===== src/rtl/lsob_pkg.sv =====
`default_nettype none
// ----------------------------------------------------------------------------
// lsob_pkg
// Shared types, constants and helpers for the leg swing offset blender.
// ----------------------------------------------------------------------------
package lsob_pkg;

    localparam int POS_W   = 24;
    localparam int PHASE_W = 18;
    localparam int LEG_W   = 2;
    localparam int T_W     = 17;   // clamped phase 0..65536
    localparam int K_W     = 18;   // 3 - 2t in Q16, 65536..196608
    localparam int DIFF_W  = POS_W + 1;
    localparam int PROD_W  = DIFF_W + T_W + 1;

    localparam int LEGS_DEF = 4;
    localparam int LEGS_MAX = 8;

    localparam logic [T_W-1:0] Q16_ONE   = 17'd65536;
    localparam logic [K_W-1:0] Q16_THREE = 18'd196608;

    localparam logic signed [POS_W-1:0] POS_MAX = 24'sh7FFFFF;
    localparam logic signed [POS_W-1:0] POS_MIN = 24'sh800000;

    // controller sequence, one-hot
    typedef enum logic [5:0] {
        ST_IDLE  = 6'b000001,
        ST_SQ    = 6'b000010,
        ST_WT    = 6'b000100,
        ST_MUL   = 6'b001000,
        ST_OFF   = 6'b010000,
        ST_DONE  = 6'b100000
    } lsob_state_t;

    // controller to datapath commands
    typedef struct packed {
        logic load;      // capture transaction and per-leg state
        logic sq_en;     // t*t and 3-2t
        logic wt_en;     // smoothstep weight
        logic mul_en;    // difference times weight
        logic off_en;    // blended offset, current offset update
        logic out_load;  // result register load
    } lsob_cmd_t;

    // saturate a 25-bit sum to 24 bits
    function automatic logic signed [POS_W-1:0] sat_pos(input logic signed [POS_W:0] v);
        logic signed [POS_W-1:0] r;
        if (v[POS_W] != v[POS_W-1]) begin
            r = v[POS_W] ? POS_MIN : POS_MAX;
        end else begin
            r = v[POS_W-1:0];
        end
        return r;
    endfunction

endpackage
`default_nettype wire


===== src/rtl/lsob_ctrl.sv =====
`default_nettype none
// ----------------------------------------------------------------------------
// lsob_ctrl
// Sequencer: steps the datapath through one transaction and owns the
// input ready and the result valid.
// ----------------------------------------------------------------------------
module lsob_ctrl
    import lsob_pkg::*;
(
    input  wire logic      aclk,
    input  wire logic      aresetn,
    input  wire logic      s_valid,
    output logic           s_ready,
    output logic           m_valid,
    input  wire logic      m_ready,
    output lsob_cmd_t      cmd
);

    lsob_state_t state_reg, state_next;
    logic        m_valid_reg, m_valid_next;
    logic        out_free;

    assign out_free = !m_valid_reg || m_ready;
    assign s_ready  = (state_reg == ST_IDLE);
    assign m_valid  = m_valid_reg;

    always_comb begin
        state_next   = state_reg;
        cmd          = '0;
        case (state_reg)
            ST_IDLE: begin
                if (s_valid) begin
                    cmd.load   = 1'b1;
                    state_next = ST_SQ;
                end
            end
            ST_SQ: begin
                cmd.sq_en  = 1'b1;
                state_next = ST_WT;
            end
            ST_WT: begin
                cmd.wt_en  = 1'b1;
                state_next = ST_MUL;
            end
            ST_MUL: begin
                cmd.mul_en = 1'b1;
                state_next = ST_OFF;
            end
            ST_OFF: begin
                cmd.off_en = 1'b1;
                state_next = ST_DONE;
            end
            ST_DONE: begin
                // hold until the result register frees up
                if (out_free) begin
                    cmd.out_load = 1'b1;
                    state_next   = ST_IDLE;
                end
            end
            default: begin
                state_next = ST_IDLE;
            end
        endcase
    end

    assign m_valid_next = cmd.out_load || (m_valid_reg && !m_ready);

    always_ff @(posedge aclk) begin
        if (!aresetn) begin
            state_reg   <= ST_IDLE;
            m_valid_reg <= 1'b0;
        end else begin
            state_reg   <= state_next;
            m_valid_reg <= m_valid_next;
        end
    end

endmodule
`default_nettype wire


===== src/rtl/lsob_dp.sv =====
`default_nettype none
// ----------------------------------------------------------------------------
// lsob_dp
// Datapath: per-leg offset state, smoothstep weight, blend and saturating
// sum, plus the result register.
// ----------------------------------------------------------------------------
module lsob_dp
    import lsob_pkg::*;
#(
    parameter int LEGS = LEGS_DEF
) (
    input  wire logic                      aclk,
    input  wire logic                      aresetn,
    input  wire lsob_cmd_t                 cmd,
    input  wire logic [LEG_W-1:0]          s_leg,
    input  wire logic signed [POS_W-1:0]   s_planned_x,
    input  wire logic signed [POS_W-1:0]   s_planned_y,
    input  wire logic signed [POS_W-1:0]   s_planned_z,
    input  wire logic                      s_swing,
    input  wire logic signed [PHASE_W-1:0] s_swing_phase,
    input  wire logic signed [POS_W-1:0]   s_live_x,
    input  wire logic signed [POS_W-1:0]   s_live_z,
    input  wire logic                      s_live_valid,
    output logic signed [POS_W-1:0]        m_out_x,
    output logic signed [POS_W-1:0]        m_out_y,
    output logic signed [POS_W-1:0]        m_out_z
);

    localparam int IDX_W = (LEGS > 1) ? $clog2(LEGS) : 1;
    localparam int EXT_W = 4;
    localparam logic [EXT_W-1:0] LEGS_CNT = EXT_W'(LEGS);

    // per-leg state
    logic [LEGS-1:0]         flag_reg;
    logic signed [POS_W-1:0] liftoff_x_reg [LEGS];
    logic signed [POS_W-1:0] liftoff_z_reg [LEGS];
    logic signed [POS_W-1:0] landed_x_reg  [LEGS];
    logic signed [POS_W-1:0] landed_z_reg  [LEGS];
    logic signed [POS_W-1:0] current_x_reg [LEGS];
    logic signed [POS_W-1:0] current_z_reg [LEGS];

    // transaction registers
    logic [IDX_W-1:0]         idx_reg;
    logic                     active_reg, swing_reg;
    logic signed [POS_W-1:0]  px_reg, py_reg, pz_reg;
    logic signed [POS_W-1:0]  from_x_reg, from_z_reg;
    logic signed [DIFF_W-1:0] d_x_reg, d_z_reg;
    logic [T_W-1:0]           t_reg, t2_reg, b_reg;
    logic [K_W-1:0]           k_reg;
    logic signed [PROD_W-1:0] prod_x_reg, prod_z_reg;
    logic signed [POS_W-1:0]  off_x_reg, off_z_reg;
    logic signed [POS_W-1:0]  out_x_reg, out_y_reg, out_z_reg;

    // load-time signals
    logic [EXT_W-1:0]         leg_ext;
    logic                     in_range, active_in, flag_cur;
    logic [IDX_W-1:0]         idx;
    logic signed [POS_W-1:0]  from_x_in, from_z_in;
    logic [T_W-1:0]           t_in;

    // arithmetic
    logic [2*T_W-1:0]         sq;
    logic [T_W+K_W-1:0]       wt;
    logic signed [T_W:0]      b_s;
    logic signed [DIFF_W-1:0] blend_x, blend_z;
    logic signed [DIFF_W-1:0] off_x_w, off_z_w;
    logic signed [POS_W-1:0]  sel_x, sel_z;
    logic signed [POS_W:0]    sum_x, sum_z;

    assign leg_ext   = {{(EXT_W-LEG_W){1'b0}}, s_leg};
    assign in_range  = leg_ext < LEGS_CNT;
    assign idx       = in_range ? leg_ext[IDX_W-1:0] : '0;
    assign active_in = s_live_valid && in_range;
    assign flag_cur  = flag_reg[idx];

    // swing uses liftoff (landed on entry), stance uses landed (current on entry)
    always_comb begin
        if (s_swing) begin
            from_x_in = flag_cur ? liftoff_x_reg[idx] : landed_x_reg[idx];
            from_z_in = flag_cur ? liftoff_z_reg[idx] : landed_z_reg[idx];
        end else begin
            from_x_in = flag_cur ? current_x_reg[idx] : landed_x_reg[idx];
            from_z_in = flag_cur ? current_z_reg[idx] : landed_z_reg[idx];
        end
    end

    // clamp phase to 0..1
    always_comb begin
        if (s_swing_phase[PHASE_W-1]) begin
            t_in = '0;
        end else if (s_swing_phase > $signed({1'b0, Q16_ONE})) begin
            t_in = Q16_ONE;
        end else begin
            t_in = s_swing_phase[T_W-1:0];
        end
    end

    assign sq  = t_reg * t_reg;
    assign wt  = t2_reg * k_reg;
    assign b_s = $signed({1'b0, b_reg});

    assign blend_x = prod_x_reg[DIFF_W+15:16];
    assign blend_z = prod_z_reg[DIFF_W+15:16];
    assign off_x_w = DIFF_W'(from_x_reg) + blend_x;
    assign off_z_w = DIFF_W'(from_z_reg) + blend_z;

    assign sel_x = swing_reg ? off_x_reg : from_x_reg;
    assign sel_z = swing_reg ? off_z_reg : from_z_reg;
    assign sum_x = (POS_W+1)'(px_reg) + (POS_W+1)'(sel_x);
    assign sum_z = (POS_W+1)'(pz_reg) + (POS_W+1)'(sel_z);

    // per-leg state update
    always_ff @(posedge aclk) begin
        if (!aresetn) begin
            flag_reg <= '0;
            for (int i = 0; i < LEGS; i++) begin
                liftoff_x_reg[i] <= '0;
                liftoff_z_reg[i] <= '0;
                landed_x_reg[i]  <= '0;
                landed_z_reg[i]  <= '0;
                current_x_reg[i] <= '0;
                current_z_reg[i] <= '0;
            end
        end else begin
            if (cmd.load && active_in) begin
                flag_reg[idx] <= s_swing;
                if (s_swing && !flag_cur) begin
                    liftoff_x_reg[idx] <= landed_x_reg[idx];
                    liftoff_z_reg[idx] <= landed_z_reg[idx];
                end
                if (!s_swing && flag_cur) begin
                    landed_x_reg[idx] <= current_x_reg[idx];
                    landed_z_reg[idx] <= current_z_reg[idx];
                end
            end
            if (cmd.off_en && active_reg && swing_reg) begin
                current_x_reg[idx_reg] <= off_x_w[POS_W-1:0];
                current_z_reg[idx_reg] <= off_z_w[POS_W-1:0];
            end
        end
    end

    always_ff @(posedge aclk) begin
        if (!aresetn) begin
            active_reg <= 1'b0;
        end else if (cmd.load) begin
            active_reg <= active_in;
        end
    end

    // payload pipeline
    always_ff @(posedge aclk) begin
        if (cmd.load) begin
            idx_reg    <= idx;
            swing_reg  <= s_swing;
            px_reg     <= s_planned_x;
            py_reg     <= s_planned_y;
            pz_reg     <= s_planned_z;
            from_x_reg <= from_x_in;
            from_z_reg <= from_z_in;
            d_x_reg    <= DIFF_W'(s_live_x) - DIFF_W'(from_x_in);
            d_z_reg    <= DIFF_W'(s_live_z) - DIFF_W'(from_z_in);
            t_reg      <= t_in;
        end
        if (cmd.sq_en) begin
            t2_reg <= sq[T_W+15:16];
            k_reg  <= Q16_THREE - {t_reg, 1'b0};
        end
        if (cmd.wt_en) begin
            b_reg <= wt[T_W+15:16];
        end
        if (cmd.mul_en) begin
            prod_x_reg <= PROD_W'(d_x_reg * b_s);
            prod_z_reg <= PROD_W'(d_z_reg * b_s);
        end
        if (cmd.off_en) begin
            off_x_reg <= off_x_w[POS_W-1:0];
            off_z_reg <= off_z_w[POS_W-1:0];
        end
        if (cmd.out_load) begin
            out_x_reg <= active_reg ? sat_pos(sum_x) : px_reg;
            out_y_reg <= py_reg;
            out_z_reg <= active_reg ? sat_pos(sum_z) : pz_reg;
        end
    end

    assign m_out_x = out_x_reg;
    assign m_out_y = out_y_reg;
    assign m_out_z = out_z_reg;

endmodule
`default_nettype wire


===== src/rtl/leg_swing_offset_blender.sv =====
`default_nettype none
// ----------------------------------------------------------------------------
// leg_swing_offset_blender
// Adds a per-leg foot-placement offset to a planned foot position, blending
// the offset through the swing phase with a smoothstep weight.
// ----------------------------------------------------------------------------
// Each input transaction is one control tick for one leg. The block keeps,
// per leg, a swing flag and liftoff, landed and current offsets, all zero
// after reset. Entering swing copies landed into liftoff; during swing the
// offset moves from liftoff toward the live target with weight t*t*(3-2t),
// t being the Q16 phase clamped to 0..1; entering stance copies current into
// landed, and stance applies landed. X and z get planned + offset, saturated
// to 24 bits; y passes through. With live_valid low, or a leg index at or
// above LEGS, the planned position goes out unchanged and no state moves.
// Each transaction runs the five-step sequence (clamp/capture, square,
// weight, blend multiply, offset add) plus the result load, sharing one set
// of datapath registers; no new transaction is taken before that load.
// The result sits in an output register, so the next transaction is taken
// while it waits; a stalled output holds the sequencer in its last step.
// ----------------------------------------------------------------------------
module leg_swing_offset_blender
    import lsob_pkg::*;
#(
    parameter int LEGS = LEGS_DEF
) (
    input  wire logic                      aclk,
    input  wire logic                      aresetn,
    // input transaction
    input  wire logic                      s_valid,
    output logic                           s_ready,
    input  wire logic [LEG_W-1:0]          s_leg,
    input  wire logic signed [POS_W-1:0]   s_planned_x,
    input  wire logic signed [POS_W-1:0]   s_planned_y,
    input  wire logic signed [POS_W-1:0]   s_planned_z,
    input  wire logic                      s_swing,
    input  wire logic signed [PHASE_W-1:0] s_swing_phase,
    input  wire logic signed [POS_W-1:0]   s_live_x,
    input  wire logic signed [POS_W-1:0]   s_live_z,
    input  wire logic                      s_live_valid,
    // result transaction
    output logic                           m_valid,
    input  wire logic                      m_ready,
    output logic signed [POS_W-1:0]        m_out_x,
    output logic signed [POS_W-1:0]        m_out_y,
    output logic signed [POS_W-1:0]        m_out_z
);

    lsob_cmd_t cmd;

    // sequencer: steps the datapath and owns both handshakes
    lsob_ctrl u_ctrl (
        .aclk    (aclk),
        .aresetn (aresetn),
        .s_valid (s_valid),
        .s_ready (s_ready),
        .m_valid (m_valid),
        .m_ready (m_ready),
        .cmd     (cmd)
    );

    // datapath: per-leg state, weight, blend, saturating sum, result register
    lsob_dp #(
        .LEGS (LEGS)
    ) u_dp (
        .aclk          (aclk),
        .aresetn       (aresetn),
        .cmd           (cmd),
        .s_leg         (s_leg),
        .s_planned_x   (s_planned_x),
        .s_planned_y   (s_planned_y),
        .s_planned_z   (s_planned_z),
        .s_swing       (s_swing),
        .s_swing_phase (s_swing_phase),
        .s_live_x      (s_live_x),
        .s_live_z      (s_live_z),
        .s_live_valid  (s_live_valid),
        .m_out_x       (m_out_x),
        .m_out_y       (m_out_y),
        .m_out_z       (m_out_z)
    );

endmodule
`default_nettype wire

===== config.mk =====
export PLATFORM = sky130hd
export DESIGN_NAME = leg_swing_offset_blender
export DESIGN_NICKNAME = d
export VERILOG_FILES = /design/src/rtl/lsob_pkg.sv /design/src/rtl/lsob_ctrl.sv /design/src/rtl/lsob_dp.sv /design/src/rtl/leg_swing_offset_blender.sv
export SDC_FILE = /design/constraint.sdc
export NUM_CORES = 2
export LEC_CHECK = 0
export BUFFER_PORTS_ARGS = -buffer_cell sky130_fd_sc_hd__buf_2
export CORE_MARGIN = 2
export CORE_UTILIZATION = 45
export DETAILED_ROUTE_END_ITERATION = 10
export PLACE_DENSITY = 0.61
export SLEW_MARGIN = 20
export SYNTH_ARGS = -nofsm -noshare
export SYNTH_HDL_FRONTEND = slang
export SYNTH_HIERARCHICAL = 1
export SYNTH_SLANG_ARGS = --single-unit

===== constraint.sdc =====
create_clock -name aclk -period 12.5 [get_ports aclk]
set_input_delay 1.875 -clock aclk [delete_from_list [all_inputs] [get_ports aclk]]
set_output_delay 1.875 -clock aclk [all_outputs]
set_load 0.02 [all_outputs]

==> flow_summary_export.csv <==
group,metric,value,unit
outcome,status,"finished clean",
place,dpl.hpwl,188000,um
sta,rsz0062_at_grt,"false",
grt,antenna_found_initial,15,
setup_path,end_kind,"flip-flop",
clock_tree,cts_root_buf,"clkbuf_16",
setup_path,cp_cell_sequence,"nand2_1 > fa_1 > fa_1 > fa_1 > fa_1 > inv_1 > fa_1 > inv_1 > fa_1 > inv_1 > ha_1 > o21a_1 > o21ai_0 > or4b_1 > nand3_1 > o311ai_1 > nand3b_1 > and2_1 > nor2_1 > xnor2_1",
grt,grt_start_max_net_pins,85,
setup_path,crit_slowest_cell,"edfxtp_1",
finish,final_cells,11380,
die,die_h,456,um
place,dp_cells,11173,
synth,yosysMostFrequentCell,"inv_1",
sta,fin_crit,7.75,ns
synth,synth_nets,10437,
clock_tree,cts_max_level,3,
die,boundaryPins,220,
setup_path,crit_top_cell,"fa_1",
sta,finalSetupTns,0,ns
place,port-buffer-count,219,
finish,areaGrowthSynthToFinish,8.25,%
die,die_w,456,um
finish,nNetsFinal,10497,
sta,relSlewSlack,13.2,%
setup_path,cp_slowest_stage_delay,1.00,ns
clock_tree,cts_tree,"built",
clock_tree,cts.path.max_buffers,3,
setup_path,cp.required,12.85,ns
synth,synthArstFlopShare,0,%
die,die-area,208000,um^2
route,wl,258000,um
synth,syn-mean-instance-area,10.7,um^2
synth,ys_ff_latch,997,
route,via_per_inst,5.44,
finish,layout-drive-gt1-share,8.42,%
setup_path,arrival,8.10,ns
synth,yosysUniqueCellTypes,93,
route,routedWlPerCell,22.7,um
synth,synth_top_cell_area_share,32.2,%
synth,synthFlopType,"edfxtp_1",
place,gp_congestion,0.913,
clock_tree,cts.sinks,997,
hold_path,min_to,"u_dp/m_out_y[10]$_DFFE_PP_",
setup_path,r2r_end,"u_dp/b_reg[12]$_DFFE_PP_",
sta,max_freq,0.129,GHz
die,core,203000,um^2
setup_path,worstPathMaxFanout,17,
setup_path,ff2ff_path_depth,20,
sta,slew_viol_final,0,
synth,synth_area_leaders,"edfxtp_1, fa_1, ha_1",
grt,grtUsageTotal,25.1,%
synth,ys_seq_area_share,32.5,%
clock_tree,hold_buffers,0,
hold_path,hp-class,"reg2reg",
clock_tree,clock_latency,0.77,ns
sta,period_share,62.0,%
synth,synth_area,91800,um^2
route,ant_nets,0,
grt,grt_pass1_wl,396000,um
route,drc_errors,0,
flow_run,max-cap-violations,0,
clock_tree,postCtsSetupBuffers,0,
synth,synth_edf_count,985,
sta,worstMarginPinSlew,1.29,ns
clock_tree,clk_pin_slew,0.06,ns
grt,overflow,0,
hold_path,min_path_cells,0,
route,drt_iter0_drc,5399,
sta,finalClockSkew,0.0591,ns
die,rows,165,
setup_path,crit_type,"reg2reg",
clock_tree,cts_resized,0,
setup_path,r2r_slack,4.75,ns
grt,grt_pass1_vias,64672,
hold_path,hold_start,"u_dp/py_reg[10]$_DFFE_PP_",
sta,setup_viol,0,
synth,synthCells,8553,
clock_tree,cts_made_buffers,110,
synth,yosysTopAreaCell,"edfxtp_1",
synth,synth_common_cells,"inv_1, fa_1, edfxtp_1",
route,drtPass1Iterations,5,
sta,hold_violations,0,
die,start_util,45.3,%
synth,yosysWarnings,6,
setup_path,r2r-start,"u_dp/t2_reg[4]$_DFFE_PP_",
setup_path,start_kind,"flip-flop",
route,vias,61883,
[how the worst max path moves through the flow]
stage | startpoint | to | slack (ns) | cells after the start
5_1_grt | u_dp/b_reg[9]$_DFFE_PP_ | u_dp/prod_x_reg[39]$_DFFE_PP_ | 4.29 | 23
3_5_place_dp | u_dp/b_reg[9]$_DFFE_PP_ | u_dp/prod_x_reg[39]$_DFFE_PP_ | 4.83 | 23
3_3_place_gp | u_dp/t2_reg[4]$_DFFE_PP_ | u_dp/b_reg[14]$_DFFE_PP_ | 4.85 | 19
6_report | u_dp/t2_reg[4]$_DFFE_PP_ | u_dp/b_reg[12]$_DFFE_PP_ | 4.75 | 20
4_1_cts | u_dp/k_reg[11]$_DFFE_PP_ | u_dp/b_reg[14]$_DFFE_PP_ | 4.77 | 19
2_1_floorplan | s_valid | u_dp/landed_x_reg[0][0]$_SDFFCE_PN0P_ | 0.34 | 6
[worst max-delay path: cells and delay by family (launching register included)]
kind                       cells  cell delay, ns
adders and majority gates      7            3.38
and+or+nand+nor                6            1.33
DFF                            1            1.00
xor gates and xnor gates       1            0.90
AOI/OAI and AO/OA              3            0.53
buffers and inverters          3            0.15
[stage by stage]
step / worst slack, ns / area (um^2) / hold WS (ns) / utilization [%]
6_report: 4.75 / 99400 / 0.382 / 49.1
5_1_grt: 4.29 / 99300 / 0.388 / 49.1
4_1_cts: 4.77 / 99300 / 0.380 / 49.0
3_5_place_dp: 4.83 / 95800 / 0.405 / 47.3
3_3_place_gp: 4.85 / 95800 / 0.401 / 47.3
2_1_floorplan: 0.335 / 91800 / 0.400 / -
[cell usage in the layout (no fill, tap or decap), types with 17 or more instances in the layout]
cell / n
and2_1: 572
a211oi_1: 17
xnor2_1: 180
nor2_1: 603
nand2b_1: 36
mux4_2: 144
fa_1: 1203
o21ai_0: 120
nand2_1: 865
clkinv_1: 21
and4b_1: 62
mux2i_1: 53
nor3_1: 58
a31oi_1: 23
buf_4: 108
nand3_1: 44
nor2b_1: 44
xor2_1: 59
a21oi_1: 191
ha_1: 535
clkbuf_16: 110
buf_2: 216
a21o_1: 110
nor4b_1: 31
o22ai_1: 50
and3_1: 57
inv_1: 1749
mux2_2: 48
o21ai_1: 31
o21a_1: 39
edfxtp_1: 985
clkbuf_1: 29
[metal layers]
metal	global-route usage, %	vias up	wire [um]
met3	4.35	369	19700
met1	35.3	31934	111000
met5	0	-	37
met4	7.79	6	8560
met2	39.7	2197	119000
li1	-	27377	-
[area by class of cell]
class,instances,area (um^2)
antenna,11,27.5
clock buffer,139,2860
clock inverter,57,623
fill,18353,103000
inverter,1751,6570
multi-input combinational,5425,54100
sequential,997,29800
tap,2672,3340
timing repair buffer,328,1960
[cell families (layout without fill, tap and decap cells)]
| group | count (synthesis) | after routing | share of synthesized area (%) |
|---|---|---|---|
| compound gates | 710 | 710 | 4.94 |
| fa+ha+maj | 1739 | 1739 | 33.5 |
| mux | 246 | 246 | 4.72 |
| buf+inv | 2131 | 2275 | 8.73 |
| xor+xnor | 242 | 242 | 2.31 |
| other cells | 0 | 11 | 0 |
| flops | 997 | 997 | 32.5 |
| simple gates | 2488 | 2488 | 13.3 |
Power is not shown: default switching activity piles up to over one toggle a cycle in this logic, so the estimate is an artifact.
